**src/lsmr_pkg.sv**
```systemverilog
// shared constants for the lidar sector minimum range unit
package lsmr_pkg;

    localparam int unsigned RANGE_W = 16;
    localparam int unsigned ANGLE_W = 16;
    localparam int unsigned CFG_IDX_W = 3;
    localparam int unsigned CFG_DATA_W = 16;

    localparam logic [CFG_IDX_W-1:0] CFG_START_ANGLE   = 3'd0;
    localparam logic [CFG_IDX_W-1:0] CFG_ANGLE_STEP    = 3'd1;
    localparam logic [CFG_IDX_W-1:0] CFG_FRONT_OFFSET  = 3'd2;
    localparam logic [CFG_IDX_W-1:0] CFG_RANGE_FLOOR   = 3'd3;
    localparam logic [CFG_IDX_W-1:0] CFG_RANGE_CEILING = 3'd4;

    localparam logic [ANGLE_W-1:0] START_ANGLE_RST  = 16'h8000;
    localparam logic [ANGLE_W-1:0] ANGLE_STEP_RST   = 16'd182;
    localparam logic [ANGLE_W-1:0] FRONT_OFFSET_RST = 16'd0;
    localparam logic [RANGE_W-1:0] RANGE_FLOOR_RST  = 16'd0;
    localparam logic [RANGE_W-1:0] RANGE_FULL_SCALE = 16'hFFFF;

    localparam logic signed [ANGLE_W-1:0] SECTOR_30DEG = 16'sd5461;
    localparam logic signed [ANGLE_W-1:0] SECTOR_90DEG = 16'sd16384;

    typedef enum logic [2:0] {
        HIT_FRONT = 3'b001,
        HIT_LEFT  = 3'b010,
        HIT_RIGHT = 3'b100,
        HIT_NONE  = 3'b000
    } t_sector;

endpackage

```
**src/lsmr_if.sv**
```systemverilog
// sample and result channel interfaces
interface lsmr_in_if
    import lsmr_pkg::*;
();
    logic               valid;
    logic               ready;
    logic [RANGE_W-1:0] range_mm;
    logic               reading_bad;
    logic               scan_end;

    modport source (output valid, output range_mm, output reading_bad, output scan_end,
                    input ready);
    modport sink   (input valid, input range_mm, input reading_bad, input scan_end,
                    output ready);
endinterface

interface lsmr_out_if
    import lsmr_pkg::*;
();
    logic               valid;
    logic               ready;
    logic [RANGE_W-1:0] front_min_mm;
    logic [RANGE_W-1:0] left_min_mm;
    logic [RANGE_W-1:0] right_min_mm;
    logic               front_hit;
    logic               left_hit;
    logic               right_hit;
    logic               scan_valid;

    modport source (output valid, output front_min_mm, output left_min_mm,
                    output right_min_mm, output front_hit, output left_hit,
                    output right_hit, output scan_valid, input ready);
    modport sink   (input valid, input front_min_mm, input left_min_mm,
                    input right_min_mm, input front_hit, input left_hit,
                    input right_hit, input scan_valid, output ready);
endinterface

```
**src/lidar_sector_min_range_unit.sv**
```systemverilog
// lidar sector minimum range unit: per-sector minimum over one scan
// result: a scan's result is registered on o_out at the same edge at which its scan_end
//   sample leaves the input register
// throughput: one sample per cycle, set by the combinational angle add and sector compare;
//   input stalls only while a scan_end sample waits behind an unaccepted result
// reset: synchronous active low; registers to defaults, accumulators cleared, no result held
module lidar_sector_min_range_unit
    import lsmr_pkg::*;
(
    input  logic                  i_clk,
    input  logic                  i_rst_n,
    input  logic                  i_cfg_we,
    input  logic [CFG_IDX_W-1:0]  i_cfg_idx,
    input  logic [CFG_DATA_W-1:0] i_cfg_data,
    lsmr_in_if.sink               i_in,
    lsmr_out_if.source            o_out
);

    logic [ANGLE_W-1:0] r_start_angle;
    logic [ANGLE_W-1:0] r_angle_step;
    logic [ANGLE_W-1:0] r_front_offset;
    logic [RANGE_W-1:0] r_range_floor;
    logic [RANGE_W-1:0] r_range_ceiling;

    logic               r_start_pending;
    logic [ANGLE_W-1:0] r_sample_angle;
    logic [ANGLE_W-1:0] n_sample_angle;

    logic               r_s1_valid;
    logic [RANGE_W-1:0] r_s1_range;
    logic               r_s1_bad;
    logic               r_s1_last;

    logic [RANGE_W-1:0] r_front_best;
    logic [RANGE_W-1:0] r_left_best;
    logic [RANGE_W-1:0] r_right_best;
    logic [2:0]         r_hits;
    logic [RANGE_W-1:0] n_front_best;
    logic [RANGE_W-1:0] n_left_best;
    logic [RANGE_W-1:0] n_right_best;
    logic [2:0]         n_hits;

    logic               r_out_valid;
    logic [RANGE_W-1:0] r_out_front;
    logic [RANGE_W-1:0] r_out_left;
    logic [RANGE_W-1:0] r_out_right;
    logic [2:0]         r_out_hits;

    logic                      w_in_xfer;
    logic                      w_s1_adv;
    logic                      w_in_range;
    logic signed [ANGLE_W-1:0] w_angle;
    t_sector                   w_sector;

    // configuration registers
    always_ff @(posedge i_clk) begin
        if (!i_rst_n) begin
            r_start_angle   <= START_ANGLE_RST;
            r_angle_step    <= ANGLE_STEP_RST;
            r_front_offset  <= FRONT_OFFSET_RST;
            r_range_floor   <= RANGE_FLOOR_RST;
            r_range_ceiling <= RANGE_FULL_SCALE;
        end else if (i_cfg_we) begin
            unique case (i_cfg_idx)
                CFG_START_ANGLE:   r_start_angle   <= i_cfg_data;
                CFG_ANGLE_STEP:    r_angle_step    <= i_cfg_data;
                CFG_FRONT_OFFSET:  r_front_offset  <= i_cfg_data;
                CFG_RANGE_FLOOR:   r_range_floor   <= i_cfg_data;
                CFG_RANGE_CEILING: r_range_ceiling <= i_cfg_data;
                default: ;
            endcase
        end
    end

    // handshake
    assign w_s1_adv   = !(r_s1_last && r_out_valid && !o_out.ready);
    assign i_in.ready = !r_s1_valid || w_s1_adv;
    assign w_in_xfer  = i_in.valid && i_in.ready;

    // stage 1: angle of the sample
    assign n_sample_angle = r_start_pending ? r_start_angle : r_sample_angle + r_angle_step;

    always_ff @(posedge i_clk) begin
        if (!i_rst_n) begin
            r_start_pending <= 1'b1;
            r_sample_angle  <= '0;
            r_s1_valid      <= 1'b0;
        end else begin
            if (w_in_xfer) begin
                r_start_pending <= i_in.scan_end;
                r_sample_angle  <= n_sample_angle;
                r_s1_valid      <= 1'b1;
            end else if (w_s1_adv) begin
                r_s1_valid      <= 1'b0;
            end
        end
    end

    always_ff @(posedge i_clk) begin
        if (w_in_xfer) begin
            r_s1_range <= i_in.range_mm;
            r_s1_bad   <= i_in.reading_bad;
            r_s1_last  <= i_in.scan_end;
        end
    end

    // stage 2: sector select and minimum update
    assign w_in_range = !r_s1_bad && (r_s1_range >= r_range_floor)
                        && (r_s1_range <= r_range_ceiling);
    assign w_angle    = $signed(r_sample_angle - r_front_offset);

    always_comb begin
        w_sector = HIT_NONE;
        if (w_in_range) begin
            priority if (w_angle >= -SECTOR_30DEG && w_angle <= SECTOR_30DEG) begin
                w_sector = HIT_FRONT;
            end else if (w_angle >= SECTOR_30DEG && w_angle <= SECTOR_90DEG) begin
                w_sector = HIT_LEFT;
            end else if (w_angle >= -SECTOR_90DEG && w_angle <= -SECTOR_30DEG) begin
                w_sector = HIT_RIGHT;
            end else begin
                w_sector = HIT_NONE;
            end
        end
    end

    always_comb begin
        n_front_best = r_front_best;
        n_left_best  = r_left_best;
        n_right_best = r_right_best;
        n_hits       = r_hits | w_sector;
        unique case (w_sector)
            HIT_FRONT: if (r_s1_range < r_front_best) n_front_best = r_s1_range;
            HIT_LEFT:  if (r_s1_range < r_left_best)  n_left_best  = r_s1_range;
            HIT_RIGHT: if (r_s1_range < r_right_best) n_right_best = r_s1_range;
            default: ;
        endcase
    end

    always_ff @(posedge i_clk) begin
        if (!i_rst_n) begin
            r_front_best <= RANGE_FULL_SCALE;
            r_left_best  <= RANGE_FULL_SCALE;
            r_right_best <= RANGE_FULL_SCALE;
            r_hits       <= '0;
        end else if (r_s1_valid && w_s1_adv) begin
            if (r_s1_last) begin
                r_front_best <= RANGE_FULL_SCALE;
                r_left_best  <= RANGE_FULL_SCALE;
                r_right_best <= RANGE_FULL_SCALE;
                r_hits       <= '0;
            end else begin
                r_front_best <= n_front_best;
                r_left_best  <= n_left_best;
                r_right_best <= n_right_best;
                r_hits       <= n_hits;
            end
        end
    end

    // result register
    always_ff @(posedge i_clk) begin
        if (!i_rst_n) begin
            r_out_valid <= 1'b0;
        end else if (r_s1_valid && r_s1_last && w_s1_adv) begin
            r_out_valid <= 1'b1;
        end else if (o_out.ready) begin
            r_out_valid <= 1'b0;
        end
    end

    always_ff @(posedge i_clk) begin
        if (r_s1_valid && r_s1_last && w_s1_adv) begin
            r_out_front <= n_front_best;
            r_out_left  <= n_left_best;
            r_out_right <= n_right_best;
            r_out_hits  <= n_hits;
        end
    end

    assign o_out.valid        = r_out_valid;
    assign o_out.front_min_mm = r_out_front;
    assign o_out.left_min_mm  = r_out_left;
    assign o_out.right_min_mm = r_out_right;
    assign o_out.front_hit    = r_out_hits[0];
    assign o_out.left_hit     = r_out_hits[1];
    assign o_out.right_hit    = r_out_hits[2];
    assign o_out.scan_valid   = |r_out_hits;

    // checks
    a_no_hit_max: assert property (@(posedge i_clk) disable iff (!i_rst_n)
        (r_out_valid && !r_out_hits[0]) |-> (r_out_front == RANGE_FULL_SCALE))
        else $error("front minimum set without a hit");

    a_idle_acc_clear: assert property (@(posedge i_clk) disable iff (!i_rst_n)
        (r_s1_valid && r_s1_last && w_s1_adv)
            |=> (r_hits == '0 && r_front_best == RANGE_FULL_SCALE))
        else $error("accumulators not cleared after scan end");

    a_scan_restart: assert property (@(posedge i_clk) disable iff (!i_rst_n)
        (w_in_xfer && i_in.scan_end) |=> r_start_pending)
        else $error("next scan does not restart at start angle");

    a_s1_hold: assert property (@(posedge i_clk) disable iff (!i_rst_n)
        (r_s1_valid && !w_s1_adv) |=> (r_s1_valid && $stable(r_s1_range) && $stable(r_s1_last)))
        else $error("stalled sample lost");

endmodule
```
**src/flat_wrapper.sv**
```systemverilog
// flat-port wrapper written by rule: the top's interface ports become plain ports
module lidar_sector_min_range_unit_flat import lsmr_pkg::*;
  (i_clk, i_rst_n, i_cfg_we, i_cfg_idx, i_cfg_data, i_in_valid, i_in_range_mm, i_in_reading_bad, i_in_scan_end, i_in_ready, o_out_valid, o_out_front_min_mm, o_out_left_min_mm, o_out_right_min_mm, o_out_front_hit, o_out_left_hit, o_out_right_hit, o_out_scan_valid, o_out_ready);
  lsmr_in_if i_in_i ();
  lsmr_out_if o_out_i ();
  input  logic i_clk;
  input  logic i_rst_n;
  input  logic i_cfg_we;
  input  logic [CFG_IDX_W-1:0] i_cfg_idx;
  input  logic [CFG_DATA_W-1:0] i_cfg_data;
  input wire logic [$bits(i_in_i.valid)-1:0] i_in_valid;
  input wire logic [$bits(i_in_i.range_mm)-1:0] i_in_range_mm;
  input wire logic [$bits(i_in_i.reading_bad)-1:0] i_in_reading_bad;
  input wire logic [$bits(i_in_i.scan_end)-1:0] i_in_scan_end;
  output wire logic [$bits(i_in_i.ready)-1:0] i_in_ready;
  output wire logic [$bits(o_out_i.valid)-1:0] o_out_valid;
  output wire logic [$bits(o_out_i.front_min_mm)-1:0] o_out_front_min_mm;
  output wire logic [$bits(o_out_i.left_min_mm)-1:0] o_out_left_min_mm;
  output wire logic [$bits(o_out_i.right_min_mm)-1:0] o_out_right_min_mm;
  output wire logic [$bits(o_out_i.front_hit)-1:0] o_out_front_hit;
  output wire logic [$bits(o_out_i.left_hit)-1:0] o_out_left_hit;
  output wire logic [$bits(o_out_i.right_hit)-1:0] o_out_right_hit;
  output wire logic [$bits(o_out_i.scan_valid)-1:0] o_out_scan_valid;
  input wire logic [$bits(o_out_i.ready)-1:0] o_out_ready;
  assign i_in_i.valid = i_in_valid;
  assign i_in_i.range_mm = i_in_range_mm;
  assign i_in_i.reading_bad = i_in_reading_bad;
  assign i_in_i.scan_end = i_in_scan_end;
  assign i_in_ready = i_in_i.ready;
  assign o_out_valid = o_out_i.valid;
  assign o_out_front_min_mm = o_out_i.front_min_mm;
  assign o_out_left_min_mm = o_out_i.left_min_mm;
  assign o_out_right_min_mm = o_out_i.right_min_mm;
  assign o_out_front_hit = o_out_i.front_hit;
  assign o_out_left_hit = o_out_i.left_hit;
  assign o_out_right_hit = o_out_i.right_hit;
  assign o_out_scan_valid = o_out_i.scan_valid;
  assign o_out_i.ready = o_out_ready;
  lidar_sector_min_range_unit u_core (.i_clk(i_clk), .i_rst_n(i_rst_n), .i_cfg_we(i_cfg_we), .i_cfg_idx(i_cfg_idx), .i_cfg_data(i_cfg_data), .i_in(i_in_i), .o_out(o_out_i));
endmodule
```
**config.mk**
```make
export PLATFORM = sky130hd
export DESIGN_NAME = lidar_sector_min_range_unit_flat
export DESIGN_NICKNAME = d
export VERILOG_FILES = /design/src/lsmr_pkg.sv /design/src/lsmr_if.sv /design/src/lidar_sector_min_range_unit.sv /design/src/flat_wrapper.sv
export SDC_FILE = /design/constraint.sdc
export NUM_CORES = 1
export LEC_CHECK = 0
export BUFFER_PORTS_ARGS = -buffer_cell sky130_fd_sc_hd__buf_2
export CAP_MARGIN = 10
export CORE_ASPECT_RATIO = 0.8
export CORE_MARGIN = 2
export CORE_UTILIZATION = 60
export CTS_CLUSTER_SIZE = 30
export DETAILED_ROUTE_END_ITERATION = 10
export GPL_TIMING_DRIVEN = 0
export PLACE_DENSITY = 0.77
export SLEW_MARGIN = 10
export SYNTH_ARGS = -nofsm -noshare
export SYNTH_HDL_FRONTEND = slang
export SYNTH_SLANG_ARGS = --single-unit
```
**constraint.sdc**
```tcl
create_clock -name i_clk -period 7.8 [get_ports i_clk]
set_clock_uncertainty 0.1 [all_clocks]
set_input_delay 1.56 -clock i_clk [delete_from_list [all_inputs] [get_ports i_clk]]
set_output_delay 1.56 -clock i_clk [all_outputs]
set_load 0.05 [all_outputs]
```
==> results_dict.tcl <==
set metrics [dict create \
    status "finished clean" \
    yosysWarnings 0 \
    placed_area_um2 13000 \
    hp-class "reg2reg" \
    syn_nets 1425 \
    first_pass_iters 8 \
    endpoint_kind "flop" \
    cts_resized 0 \
    final_cell_count_no_fill 1675 \
    post-place-cells 1634 \
    synth-seq-cells 219 \
    setup_viol 0 \
    grt_pass1_wl_um 50000 \
    post_cts_buffers 0 \
    cts_tree "yes" \
    ys_seq_area_share_pct 41.7 \
    finalWirelength_um 32100 \
    antenna_left 0 \
    cts_buffers 22 \
    synth_cells 1274 \
    h-tree-depth 1 \
    first_global_vias 9239 \
    portBuffers 95 \
    dieHeight_um 131 \
    clk_pin_slew_ns 0.06 \
    synth.distinct_cells 87 \
    worstSetupPathType "reg2reg" \
    setup_ws_ns 3.21 \
    hold_buffers 0 \
    required_ns 7.94 \
    startpoint_type "flop" \
    vdd_drop_max_uv 146 \
    cts_max_path_buffers 3 \
    finish.instance_area_um2 13700 \
    wire_per_inst_um 19.1 \
    fillers 1560 \
    crit_fanout 10 \
    place_ws_ns 3.28 \
    tns_ns 0 \
    period_share_pct 58.8 \
    cp_data_arrival_time_ns 4.73 \
    area_delta_synth_final_pct 12.7 \
    ys_async_sr_fraction_pct 0 \
    dieWidth_um 163 \
    worst_pin_slew_ns 0.852 \
    grt_usage_pct 29.8 \
    drv_slew 0 \
    drive_above_1_share_pct 15.7 \
    grt_max_degree 39 \
    routed_via_density 5.90 \
    rsz0062_at_grt "no" \
    final_hold_viol_count 0 \
    clock_latency_ns 0.52 \
    synth_edf_count 69 \
    antenna_found_initial 0 \
    syn_area_um2 12200 \
    rows 46 \
    relSlewSlack_pct 42.5 \
    dr.first_iter.drc_count 1053 \
    io_pins 96 \
    drcViolationCount 0 \
    synth_ff_type "dfxtp_1" \
    utilization_pct 69.0 \
    nets 1545 \
    overflow 0 \
    max_cap_violations 0 \
    cts_root_buffer "clkbuf_16" \
    finalCriticalPeriod_ns 4.59 \
    vias 9885 \
    synth.avg_cell_area_um2 9.54 \
    initial_core_util_pct 61.2 \
    place_hpwl_um 23400 \
    fp.dieArea_um2 21400 \
    fmax_mhz 218 \
    coreArea_um2 19900 \
    numClockSinks 219 \
    leakage_nw 6.17 \
    powerDensity_nw_per_um2 204 \
    gp_congestion 0.905 \
]
==> Yosys cell counts, drive strengths merged, types with 15 or more instances <==
cell | number | area share (%)
a21boi | 15 | 0.93
nand3 | 15 | 0.91
nor2 | 97 | 3.0
o211ai | 25 | 1.5
clkbuf | 36 | 1.2
mux2i | 49 | 4.0
nor3 | 15 | 0.62
edfxtp | 69 | 17
ha | 107 | 11
a21o | 35 | 2.2
inv | 105 | 3.2
o21ai | 36 | 1.5
a21oi | 94 | 3.9
mux2 | 48 | 5.1
dfxtp | 150 | 25
nand2 | 179 | 5.5
==> cells by family after synthesis <==
logic type               after synthesis  share of synthesized area (%)
flip-flops                           219                           41.7
multiplexers                          97                           9.10
AND/OR/NAND/NOR                      381                           14.4
buffers and inverters                159                           5.92
AO/OA/AOI/OAI                        283                           15.6
XOR/XNOR                              26                           1.87
adder cells (fa/ha/maj)              109                           11.3
==> path summary, 6_finish.rpt <==
path / startpoint / endpoint / slack [ns] / depth (start not counted)
max: u_core.r_sample_angle[0] / u_core.o_out.left_min_mm[5] / 3.21 / 15
min: u_core.r_start_angle[3] / u_core.r_start_angle[3] / 0.35 / 2
max reg2reg: u_core.r_sample_angle[0] / u_core.o_out.left_min_mm[5] / 3.21 / 15
min reg2reg: u_core.r_start_angle[3] / u_core.r_start_angle[3] / 0.35 / 2
==> routing by layer <==
metal	up-vias	routed length, um	global-route usage [%]
met1	4652	14800	46.6
li1	4745	-	-
met4	0	467	5.36
met2	444	13500	42.6
met3	44	3290	5.84
met5	-	0	0
==> cell usage in the layout (no fill, tap or decap), types with 25 or more instances in the layout <==
| master | Yosys | routed |
|---|---|---|
| ha_1 | 107 | 107 |
| inv_1 | 105 | 104 |
| buf_2 | 2 | 97 |
| edfxtp_1 | 69 | 69 |
| mux2i_1 | 49 | 49 |
| nor2_1 | 97 | 97 |
| o211ai_1 | 25 | 25 |
| clkbuf_16 | 0 | 25 |
| a21oi_1 | 93 | 93 |
| dfxtp_1 | 150 | 150 |
| mux2_2 | 27 | 27 |
| nand2_1 | 179 | 179 |
| clkbuf_1 | 34 | 41 |
| a21o_1 | 34 | 34 |
| o21ai_0 | 34 | 34 |
==> final cells by class <==
type | instances | area, um2 | share of cell area, %
sequential | 219 | 5070 | 37.0
multi-input combinational | 896 | 6360 | 46.4
buffer | 52 | 319 | 2.33
tap | 264 | 330 | 2.41
clock buffer | 35 | 683 | 4.99
antenna | 1 | 2.50 | 0.0183
inverter | 107 | 402 | 2.93
clock inverter | 5 | 31.3 | 0.228
timing repair buffer | 96 | 495 | 3.62
==> sequential cells by signal, summed over array words and instances, names as in the netlist, 3 cells and up <==
register                   cells
u_core.o_out.front_min_mm     16
u_core.o_out.left_min_mm      16
u_core.o_out.right_min_mm     16
u_core.r_angle_step           16
u_core.r_front_best           16
u_core.r_front_offset         16
u_core.r_left_best            16
u_core.r_range_ceiling        16
u_core.r_range_floor          16
u_core.r_right_best           16
u_core.r_s1_range             16
u_core.r_sample_angle         16
u_core.r_start_angle          16
u_core.r_hits                  3
u_core.r_out_hits              3
==> report_power, final <==
| group | internal (mW) | switching [mW] | leakage (nW) |
|---|---|---|---|
| sequential | 1.21 | 0.0359 | 1.79 |
| combinational | 0.195 | 0.301 | 4.04 |
| clock | 0.603 | 0.446 | 0.344 |
| total | 2.01 | 0.782 | 6.17 |
==> critical path, stage by stage (launching register included) <==
cell and delay [ns]:
dfxtp_1 0.39, inv_1 0.07, ha_1 0.22, fa_1 0.42, nand2b_1 0.19, a21o_1 0.25
a2111oi_1 0.52, a311oi_2 0.13, o2111a_1 0.19, a211oi_1 0.22, nor3_1 0.08, a31oi_1 0.46
buf_4 0.30, nand3_4 0.16, buf_2 0.31, mux2_1 0.35
==> per-stage QoR <==
step,total power [mW],hold slack (ns)
after detailed placement,1.75,0.348
after floorplan,1.62,0.331
final,2.79,0.355
after CTS,2.79,0.357
after global routing,2.89,0.380
after global placement,1.74,0.343
Power figures use the tool's default switching activity.
